## src/rtl/core/rsk_pkg.sv

```systemverilog
// Shared types and constants for the record sorter.
// Holds the request, result and stored record layouts and the key length.
// No dependencies.
package rsk_pkg;

  // Key bytes that take part in the compare (the rest are stored only)
  localparam int KEY_BYTES = 30;
  localparam int KEY_W = 256;

  typedef struct packed {
    logic signed [31:0] emp_id;
    logic signed [31:0] pay;
    logic [63:0]        name_word0;
    logic [63:0]        name_word1;
    logic [63:0]        name_word2;
    logic [63:0]        name_word3;
    logic               last_record;
  } rsk_req_t;

  typedef struct packed {
    logic signed [31:0] out_id;
    logic signed [31:0] out_pay;
    logic [63:0]        out_word0;
    logic [63:0]        out_word1;
    logic [63:0]        out_word2;
    logic [63:0]        out_word3;
    logic               overflowed;
    logic               last_out;
  } rsk_res_t;

  typedef struct packed {
    logic [31:0]      id;
    logic [31:0]      pay;
    logic [KEY_W-1:0] key;
  } rsk_rec_t;

endpackage

```

## src/rtl/core/rsk_key_cmp.sv

```systemverilog
// Name key compare: bytewise unsigned, first differing byte decides,
// a byte that is zero in both keys ends the compare as equal.
// Depends on rsk_pkg.
module rsk_key_cmp
  import rsk_pkg::*;
(
  input  logic [KEY_W-1:0] a_key,
  input  logic [KEY_W-1:0] b_key,
  output logic             greater
);

  logic [7:0] xb;
  logic [7:0] yb;

  // Walk from the last compared byte down so the earliest deciding byte wins
  always_comb begin
    greater = 1'b0;
    xb = '0;
    yb = '0;
    for (int k = KEY_BYTES - 1; k >= 0; k--) begin
      xb = a_key[KEY_W-1-8*k -: 8];
      yb = b_key[KEY_W-1-8*k -: 8];
      if (xb != yb) begin
        greater = (xb > yb);
      end else if (xb == 8'd0) begin
        greater = 1'b0;
      end
    end
  end

endmodule

```

## config.mk

```make
export PLATFORM = sky130hd
export DESIGN_NAME = rsk_key_cmp
export DESIGN_NICKNAME = d
export VERILOG_FILES = /design/src/rtl/core/rsk_pkg.sv /design/src/rtl/core/rsk_key_cmp.sv
export SDC_FILE = /design/constraint.sdc
export NUM_CORES = 1
export LEC_CHECK = 0
export CORE_AREA = 2 2 200 202
export DETAILED_ROUTE_END_ITERATION = 6
export DIE_AREA = 0 0 202 204
export DONT_BUFFER_PORTS = 1
export GPL_TIMING_DRIVEN = 0
export PLACE_DENSITY_LB_ADDON = 0.15
export SETUP_SLACK_MARGIN = 0.15
export SLEW_MARGIN = 20
export SYNTH_ARGS = -nofsm -noshare
export SYNTH_HDL_FRONTEND = slang
export SYNTH_SLANG_ARGS = --single-unit
```

## constraint.sdc

```tcl
create_clock -name vclk -period 6.67
set_input_delay 1.0005 -clock vclk [all_inputs]
set_output_delay 1.0005 -clock vclk [all_outputs]
set_load 0.05 [all_outputs]
```

# [Yosys cells after proc, flatten, opt, wreduce, memory -nomap -nowiden]
# Cells that the tools add are included.
# Widths: inputs -> output; s select.
[totals] register_bits=0 input_bits=512 out_inout_bits=1 wordCells=148
[op_classes] order_cmp=30 n_eq_ne=30 muxes=59 reduce_logical=29
[op_table] operator="$gt 8x8->1" count=30
[op_table] operator="$ne 8x8->1" count=30
[op_table] operator="$logic_not 8->1" count=29
[op_table] operator="$mux 1" count=59

# [Logic depth before layout (Yosys ltp)]
# Gate-level depths: netlist of run 1.
[depth] ltp_word=60 mapped_depth=11

# [Worst setup path before layout of run 1]
# No wires, ideal clock.
[synth_timing] kind="in2out" start="in b_key[17]" end="out greater" arrival_ns=3.191 setup_slack_ns=2.478 path_stages=11 cell_sequence="inv_1 > ha_1 > nor2b_4 > o211ai_2 > a21oi_1 > or4b_1 > a311o_1 > a41oi_2 > o22ai_1 > o311ai_1 > nand2_1"
[synth_between] elab_chain_cells=60 word_cells_on_any_way=61 cone_classes="order compare (1); eq/ne (1); mux (59)"
[synth_lines] item="from (decl)" line="rsk_key_cmp.sv:8" rtl="input logic [KEY_W-1:0] b_key,"
[synth_lines] item="$gt 8x8->1 / $ne 8x8->1 (equally long branches)" line="rsk_key_cmp.sv:24, rsk_key_cmp.sv:23"
[synth_lines] item="$mux 1 *" line="rsk_key_cmp.sv:23" rtl="if (xb != yb) begin"
[synth_lines] item="$mux 1 *" line="rsk_key_cmp.sv:25" rtl="end else if (xb == 8'd0) begin"
[synth_lines] item="$mux 1 *" line="rsk_key_cmp.sv:23"
[synth_lines] item="$mux 1 *" line="rsk_key_cmp.sv:25"
[synth_lines] item="$mux 1 *" line="rsk_key_cmp.sv:23"
[synth_lines] item="$mux 1 *" line="rsk_key_cmp.sv:25"
[synth_lines] item="$mux 1 *" line="rsk_key_cmp.sv:23"
[synth_lines] item="[44 not listed]"
[synth_lines] item="$mux 1 *" line="rsk_key_cmp.sv:25"
[synth_lines] item="$mux 1 *" line="rsk_key_cmp.sv:23"
[synth_lines] item="$mux 1 *" line="rsk_key_cmp.sv:25"
[synth_lines] item="$mux 1 *" line="rsk_key_cmp.sv:23"
[synth_lines] item="$mux 1 *" line="rsk_key_cmp.sv:25"
[synth_lines] item="$mux 1 *" line="rsk_key_cmp.sv:23"
[synth_lines] item="$mux 1 *" line="rsk_key_cmp.sv:25"
[synth_lines] item="$mux 1 *" line="rsk_key_cmp.sv:23"
[synth_lines] item="to (decl)" line="rsk_key_cmp.sv:9" rtl="output logic greater"
# Mark *: on every way between the ends. The rest lies on a longest branch, timed or not.

# [Final worst setup path of run 1]
[layout_timing] start="in b_key[118]" end="out greater"
[layout_between] elab_chain_cells=36 word_cells_on_any_way=37 cone_classes="order compare (1); eq/ne (1); mux (35)"
[layout_lines] item="$gt 8x8->1 / $ne 8x8->1 (equally long branches)" line="rsk_key_cmp.sv:24, rsk_key_cmp.sv:23"
[layout_lines] item="$mux 1 *" line="rsk_key_cmp.sv:23"
[layout_lines] item="$mux 1 *" line="rsk_key_cmp.sv:25"
[layout_lines] item="$mux 1 *" line="rsk_key_cmp.sv:23"
[layout_lines] item="$mux 1 *" line="rsk_key_cmp.sv:25"
[layout_lines] item="$mux 1 *" line="rsk_key_cmp.sv:23"
[layout_lines] item="$mux 1 *" line="rsk_key_cmp.sv:25"
[layout_lines] item="$mux 1 *" line="rsk_key_cmp.sv:23"
[layout_lines] item="[20 not listed]"
[layout_lines] item="$mux 1 *" line="rsk_key_cmp.sv:25"
[layout_lines] item="$mux 1 *" line="rsk_key_cmp.sv:23"
[layout_lines] item="$mux 1 *" line="rsk_key_cmp.sv:25"
[layout_lines] item="$mux 1 *" line="rsk_key_cmp.sv:23"
[layout_lines] item="$mux 1 *" line="rsk_key_cmp.sv:25"
[layout_lines] item="$mux 1 *" line="rsk_key_cmp.sv:23"
[layout_lines] item="$mux 1 *" line="rsk_key_cmp.sv:25"
[layout_lines] item="$mux 1 *" line="rsk_key_cmp.sv:23"
# Marks and branches as above.

==> results.ini, run 1 <==
[outcome]
outcome = completed

[synth]
syn-cell-area_um2 = 6910
syn_nets = 1732
postSynthAreaPerCell_um2 = 7.05
synth_cells = 980
ys_seq_area_share_pct = 0
yosysWarningCount = 0
ys_types = 54

[routing]
highest_layer = met4
first_iter_violations = 143
wl_met2_mm = 14.3
vias = 6891
routedWlPerCell_um = 18.8
dr_wl_met3_mm = 2.71
via_per_inst = 4.58
firstDrtPassIters = 4
drc = 0
wl_mm = 28.2
drt-met1-wl_mm = 11.0
ant_nets = 0

[global_route]
grt_pass1_wl_mm = 41.0
track_usage_pct = 12.8
first_global_vias = 7281
grt.overflow.total = 0
grt_max_degree = 5
antenna_found_initial = 1

[floorplanning]
core_area_um2 = 39200
initial_utilization_pct = 17.6
die_width_um = 202
core.rowCount = 73
dieArea_um2 = 41200
die_y_um = 204
ios = 513

[placement]
pre_cts_slack_ns = 1.32
gp_congestion = 0.811
dp_hpwl_mm = 27.6
io_buffers = 0

[clock_network]
cts.repair.resized = 0
cts_hold_buffers = 0
postCtsSetupBuffers = 0

[sta]
hold_viol_final = 0
fin_ws_ns = 1.72
hold_slack_ns = 2.72
worstMarginPinSlew_ns = 0.846
setup_tns_ns = 0
min_period_ns = 4.95
setup_viol_count_final = 0
fmax_mhz = 202
maxSlewHeadroom_pct = 42.9
rsz0062_at_grt = false
maxSlewViolCount = 0
fin_crit_sh_pct = 74.2

[cells_and_area]
area_delta_synth_final_pct = 9.51
nNetsFinal = 1734
fill_cells = 4524
final_cell_mix = inv_1, ha_1, a21oi_1
layout_commonest_cell = inv_1
drive_gt1_share_pct = 0.816
seq_cell_count = 0
n_antenna_cell = 0
area.sequential_um2 = 0
num-clock-buffers = 0

[critical_path]
path_max_fanout = 3
crit_path_max_incr_delay_ns = 0.50
cp_common_cell = nand4_1
arrival_ns = 3.95
worstPathCellList = inv_1 -> ha_1 -> nand4_1 -> a211oi_1 -> o2111a_1 -> nand4_1 -> or4_1 -> o22ai_1 -> o311ai_1 -> nand2_1
crit_path_top_delay_cell = or4_1
crit_path_start_kind = input port
critical_path_required_ns = 5.67
worstSetupEndpointType = output port
path_class = input port to output port

[power_and_ir_drop]
p_leak_uw = 0.00390
power_density_nw_per_um2 = 50.2
vdd_drop_max_mv = 0.0159
finalPower_uw = 380

[flow_run]
cap_viol_max_count = 0

[worst_hold_path]
hp-class = input port to output port

Yosys cell counts, drive strengths merged, types with 6 or more instances:
master   number  share of area (%)
a2111oi       7               0.89
o211ai       21                2.4
nand2        40                2.2
a21oi        60                4.3
nor4         59                5.3
or2           6               0.58
nor2b        26                2.5
nor3         17                1.3
nand3        21                1.5
nor2         27                1.5
inv         247                 13
a21o         14                1.5
ha          240                 43
a211oi       18                2.0
nand4        56                5.1
o21a         22                2.4
o21ai        38                2.8
power by group:
group / total [uW] / internal, uW / switching, uW
combinational: 380 / 175 / 205
sequential: 0 / 0 / 0
clock: 0 / 0 / 0
total: 380 / 175 / 205
per-stage QoR:
step           cells  cell area (um^2)  util [%]
3_3_place_gp    1505              7560      19.3
2_1_floorplan    980              6910         -
5_1_grt         1505              7560      19.3
4_1_cts         1505              7560      19.3
3_5_place_dp    1505              7560      19.3
6_report        1505              7560      19.3
logic make-up (layout without fill, tap and decap cells):
family                   Yosys count  in the layout  share of synthesized area [%]
buffers and inverters            247            247                           13.4
AO/OA/AOI/OAI                    220            220                           21.0
adder cells (fa/ha/maj)          240            240                           43.5
AND/OR/NAND/NOR                  273            273                           22.1
area by class of cell:
class / count / area (um^2) / area share (%)
Multi-Input combinational cell: 733 / 5980 / 79.1
Inverter: 247 / 927 / 12.3
Tap cell: 525 / 657 / 8.68
worst max-delay path, delay by kind of cell:
| family | cells | cell delay (ns) |
|---|---|---|
| fa+ha+maj | 1 | 0.30 |
| buf+inv | 1 | 0.02 |
| simple gates | 4 | 1.37 |
| compound gates | 4 | 1.23 |
path summary, 6_finish.rpt:
check	startpoint	endpoint	slack, ns	cells past startpoint
hold / removal	a_key[255]	greater	2.72	4
setup / recovery	b_key[118]	greater	1.72	10
routing by layer:
| layer | vias up | global-route usage [%] |
|---|---|---|
| met2 | 315 | 24.6 |
| met5 | - | 0 |
| met1 | 2996 | 14.3 |
| met3 | 10 | 3.91 |
| li1 | 3570 | - |
| met4 | 0 | 0.998 |
(Power assumes the default switching activity.)
==> run 2: changes to the inputs <==
Clock period 6.67 ns to 4.4 ns, I/O delays scaled along.
==> results.ini, run 2 (synthesis results as in run 1) <==
[outcome]
outcome = completed  ; unchanged

[cells_and_area]
postLayoutCoreUtil_pct = 19.4  ; was 19.3%
num-clock-buffers = 0  ; unchanged
drive_gt1_share_pct = 1.32  ; was 0.816%
nNetsFinal = 1736  ; was 1,734
fill_cells = 4524  ; unchanged
layout_commonest_cell = inv_1  ; unchanged
area.sequential_um2 = 0  ; unchanged
seq_cell_count = 0  ; unchanged
final_cell_mix = inv_1, ha_1, a21oi_1  ; unchanged
area_delta_synth_final_pct = 9.96  ; was 9.51%
n_antenna_cell = 0  ; unchanged

[placement]
dp_hpwl_mm = 27.6  ; unchanged
gp_congestion = 0.811  ; unchanged
io_buffers = 0  ; unchanged
pre_cts_slack_ns = -0.269  ; was 1.32 ns

[routing]
wl_mm = 28.2  ; about the same
routedWlPerCell_um = 18.7  ; was 18.8 um
ant_nets = 0  ; unchanged
firstDrtPassIters = 4  ; unchanged
drc = 0  ; unchanged
first_iter_violations = 165  ; was 143
via_per_inst = 4.59  ; was 4.58
vias = 6917  ; was 6,891

[sta]
rsz0062_at_grt = false  ; unchanged
worstMarginPinSlew_ns = 0.753  ; was 0.846 ns
hold_slack_ns = 1.90  ; was 2.72 ns
maxSlewViolCount = 0  ; unchanged
maxSlewHeadroom_pct = 49.3  ; was 42.9%
fin_ws_ns = 0.478  ; was 1.72 ns
hold_viol_final = 0  ; unchanged
setup_viol_count_final = 0  ; unchanged
fin_crit_sh_pct = 89.1
setup_tns_ns = 0  ; unchanged
min_period_ns = 3.92
fmax_mhz = 255

[worst_hold_path]
hp-start = a_key[255]  ; unchanged
hp-class = input port to output port  ; unchanged
holdPathEnd = greater  ; unchanged
holdPathStages = 4  ; unchanged

[floorplanning]
dieArea_um2 = 41200  ; unchanged
die_y_um = 204  ; unchanged
initial_utilization_pct = 17.6  ; unchanged
die_width_um = 202  ; unchanged
core_area_um2 = 39200  ; unchanged
core.rowCount = 73  ; unchanged
ios = 513  ; unchanged

[global_route]
antenna_found_initial = 1  ; unchanged
first_global_vias = 7286  ; was 7,281
grt_max_degree = 5  ; unchanged
track_usage_pct = 12.8  ; about the same
grt_pass1_wl_mm = 41.1  ; was 41.0 mm
grt.overflow.total = 0  ; unchanged

[critical_path]
worstPathCellList = inv_1 -> ha_1 -> nand4_1 -> or2_1 -> a21oi_1 -> nand2_1 -> or4_1 -> nand4b_1 -> a211oi_1 -> o311ai_1 -> nand2_2  ; was inv_1 -> ha_1 -> nand4_1 -> a211oi_1 -> o2111a_1 -> nand4_1 -> or4_1 -> o22ai_1 -> o311ai_1 -> nand2_1
worstSetupEndpointType = output port  ; unchanged
critical_path_required_ns = 3.74  ; was 5.67 ns
arrival_ns = 3.26  ; was 3.95 ns
crit_path_top_delay_cell = or4_1  ; unchanged
crit_path_start_kind = input port  ; unchanged
path_max_fanout = 3  ; unchanged
path_class = input port to output port  ; unchanged
crit_path_max_incr_delay_ns = 0.47  ; was 0.50 ns

[power_and_ir_drop]
vdd_drop_max_mv = 0.0242  ; was 0.0159 mV
power.switching_uw = 312  ; was 205 uW
power_density_nw_per_um2 = 76.1  ; was 50.2 nW/um^2
internal_power_uw = 266  ; was 175 uW
clkPwrFrac_pct = 0  ; about the same
sw_frac_of_total_pct = 54.0  ; about the same
pwr-share-seq_pct = 0  ; about the same
p_leak_uw = 0.00392  ; was 0.00390 uW
pwr-share-comb_pct = 100.0  ; about the same

[clock_network]
cts_hold_buffers = 0  ; unchanged

[flow_run]
cap_viol_max_count = 0  ; unchanged

==> run 2: timing repair <==
item                                    4_1_cts  5_1_grt
endpoints found under the setup margin        1        0
buffers inserted                              2        0
resized for setup                             3        0
==> run 2: power by group through the flow <==
| stage | Clock, uW | Sequential (uW) | Combinational [uW] |
|---|---|---|---|
| after global routing | 0 | 0 | 680 |
| after CTS | 0 | 0 | 589 |
| after global placement | 0 | 0 | 588 |
| after detailed placement | 0 | 0 | 583 |
| final | 0 | 0 | 578 |
| after floorplan | 0 | 0 | 441 |
==> run 2: how the worst max path moves through the flow <==
stage / depth (start not counted) / startpoint / endpoint
global route: 11 / b_key[215] / greater
floorplan: 11 / b_key[17] / greater
finish: 11 / b_key[235] / greater
global placement: 10 / b_key[118] / greater
detailed placement: 10 / b_key[118] / greater
CTS: 11 / b_key[118] / greater
==> run 2: final cells by class <==
| class | count | area [um^2] | share of cell area, % |
|---|---|---|---|
| multi-input combinational | 733 | 6000 | 78.9 |
| tap | 525 | 657 | 8.65 |
| timing repair buffer | 2 | 15.0 | 0.198 |
| inverter | 247 | 927 | 12.2 |
==> run 2: metal layers <==
metal  GRT usage [%]  share of wire (%)  vias up
met4           0.998               0.98        0
li1                -                  -     3575
met1            14.3                 39     3017
met5               0                  0        -
met2            24.6                 51      315
met3            3.91                9.6       10
==> run 2: per-stage QoR <==
step                area (um^2)  power, uW  cells
global route               7590        680   1507
detailed placement         7560        583   1505
CTS                        7590        589   1507
global placement           7560        588   1505
finish                     7590        578   1507
floorplan                  6910        441    980
==> run 2: worst max-delay path: cells and delay by family <==
kind                       cells  cell delay (ns)
and+or+nand+nor                6             1.46
AOI/OAI and AO/OA              3             0.80
adders and majority gates      1             0.31
buffers and inverters          1             0.02
==> run 3: changes to the inputs <==
--- a/config.mk
+++ b/config.mk
@@ -7,6 +7,7 @@
 export LEC_CHECK = 0
-export CORE_AREA = 2 2 200 202
+export ABC_CLOCK_PERIOD_IN_PS = 4400
+export BUFFER_PORTS_ARGS = -buffer_cell sky130_fd_sc_hd__buf_2
+export CORE_AREA = 2 2 199 201
 export DETAILED_ROUTE_END_ITERATION = 6
-export DIE_AREA = 0 0 202 204
-export DONT_BUFFER_PORTS = 1
+export DIE_AREA = 0 0 201 203
 export GPL_TIMING_DRIVEN = 0
==> constraint.sdc (replaced) <==
create_clock -name vclk -period 4.4
set_input_delay 1.32 -clock vclk [all_inputs]
set_output_delay 1.32 -clock vclk [all_outputs]
set_load 0.05 [all_outputs]
==> results.ini, run 3 (synthesis results as in run 1) <==
[cells_and_area]
seq_cell_count = 0  ; unchanged
final_cell_mix = buf_2, inv_1, ha_1  ; was inv_1, ha_1, a21oi_1
fill_cells = 4477  ; was 4,524
num-clock-buffers = 0  ; unchanged
final_area_um2 = 10100  ; was 7590 um^2
drive_gt1_share_pct = 34.6  ; was 1.32%
stdcell_count = 1991  ; was 1,507
area_delta_synth_final_pct = 46.6  ; was 9.96%
area.sequential_um2 = 0  ; unchanged
nNetsFinal = 2220  ; was 1,736
layout_commonest_cell = buf_2  ; was inv_1

[placement]
io_buffers = 481  ; was 0
gp_congestion = 0.866  ; was 0.811
placed_area_um2 = 9960  ; was 7560 um^2
dp_hpwl_mm = 29.9  ; was 27.6 mm
dpl.cell_count = 1979  ; was 1,505

[floorplanning]
dieArea_um2 = 40800  ; was 41,200 um^2
core.rowCount = 72  ; was 73
initial_utilization_pct = 18.0  ; was 17.6%
die_y_um = 203  ; was 204 um
core_area_um2 = 38500  ; was 39,200 um^2
die_width_um = 201  ; was 202 um
ios = 513  ; unchanged

[routing]
first_iter_violations = 196  ; was 165
wl_mm = 31.1  ; was 28.2 mm
ant_nets = 0  ; unchanged
via_per_inst = 4.39  ; was 4.59
routedWlPerCell_um = 15.6  ; was 18.7 um
firstDrtPassIters = 5  ; was 4
vias = 8732  ; was 6,917
drc = 0  ; unchanged

[global_route]
track_usage_pct = 14.6  ; was 12.8%
antenna_found_initial = 13  ; was 1
grt_max_degree = 5  ; unchanged
grt_pass1_wl_mm = 48.2  ; was 41.1 mm
first_global_vias = 9291  ; was 7,286
grt.overflow.total = 0  ; unchanged

[critical_path]
crit_path_start_kind = input port  ; unchanged
critical_path.startpoint = a_key[17]  ; was b_key[235]
path_max_fanout = 2  ; was 3
path_class = input port to output port  ; unchanged
arrival_ns = 3.81  ; was 3.26 ns
worstSetupEndpointType = output port  ; unchanged
critical_path_required_ns = 3.08  ; was 3.74 ns

[sta]
fmax_mhz = 195  ; was 255 MHz
setup_tns_ns = -0.732  ; was 0 ns
maxSlewViolCount = 0  ; unchanged
rsz0062_at_grt = true  ; was false
setup_viol_count_final = 1  ; was 0
hold_viol_final = 0  ; unchanged
maxSlewHeadroom_pct = 56.6  ; was 49.3%
min_period_ns = 5.13  ; was 3.92 ns
fin_crit_sh_pct = 117  ; was 89.1%
fin_ws_ns = -0.732  ; was 0.478 ns
worstMarginPinSlew_ns = 0.645  ; was 0.753 ns

[power_and_ir_drop]
power_density_nw_per_um2 = 83.1  ; was 76.1 nW/um^2
p_leak_uw = 0.00583  ; was 0.00392 uW
vdd_drop_max_mv = 0.0326  ; was 0.0242 mV
finalPower_uw = 841  ; was 578 uW

[outcome]
failed_checks = setup timing
outcome = finished, violations left  ; was completed

[worst_hold_path]
hp-start = a_key[254]  ; was a_key[255]
holdPathEnd = greater  ; unchanged
hp-class = input port to output port  ; unchanged
holdPathStages = 6  ; was 4

[flow_run]
cap_viol_max_count = 0  ; unchanged

[clock_network]
cts_hold_buffers = 0  ; unchanged

run 3: cell count changes in the layout (fill, tap and decap cells not counted), sizes merged:
cell / previous run / this run
buf: 2 / 486
diode: 0 / 7
run 3: what timing repair did:
item	in CTS	in global routing
endpoints found under the hold margin	0	0
pin swaps	7	4
resized for setup	17	2
setup buffers	3	2
endpoints found under the setup margin	1	1
run 3: power breakdown:
group / switching (uW) / internal, uW / total (uW)
combinational: 423 / 418 / 841
sequential: 0 / 0 / 0
clock: 0 / 0.000214 / 0.000214
run 3: through the flow:
step,worst slack [ns],hold slack [ns],util [%]
floorplan,-0.382,3.02,-
global placement,-1.50,3.48,25.9
detailed placement,-1.57,3.49,25.9
CTS,-0.793,3.38,26.2
global route,-0.923,3.43,26.3
finish,-0.732,3.32,26.3
run 3: worst max path at each step:
stage | end | slack, ns | depth (start not counted)
after floorplan | greater | -0.38 | 11
after global placement | greater | -1.50 | 11
after detailed placement | greater | -1.57 | 11
after CTS | greater | -0.79 | 12
after global routing | greater | -0.92 | 13
final | greater | -0.73 | 12
run 3: layer usage:
| metal | GRT usage [%] | routed length [um] | part of all wire (%) | vias to the layer above |
|---|---|---|---|---|
| li1 | - | - | - | 4560 |
| met1 | 17.0 | 12900 | 42 | 3835 |
| met2 | 28.0 | 15700 | 51 | 305 |
| met3 | 3.15 | 2190 | 7.0 | 20 |
| met4 | 1.22 | 190 | 0.61 | 12 |
| met5 | 0 | 70 | 0.23 | - |
run 3: cell type report:
class              instances  area, um^2  area share, %
inverters                247         927           9.16
repair buffers           486        2450           24.2
well taps                518         648           6.40
multi-input cells        733        6080           60.0
diodes                     7        17.5          0.173
run 3: critical path, stage by stage:
cell      delay, ns
buf_2          0.10
ha_1           0.30
nor2b_4        0.13
o211ai_2       0.12
a21oi_1        0.08
or4b_1         0.50
a311o_1        0.38
a41oi_2        0.24
o22ai_4        0.14
o311ai_2       0.24
nand2_2        0.09
buf_6          0.16
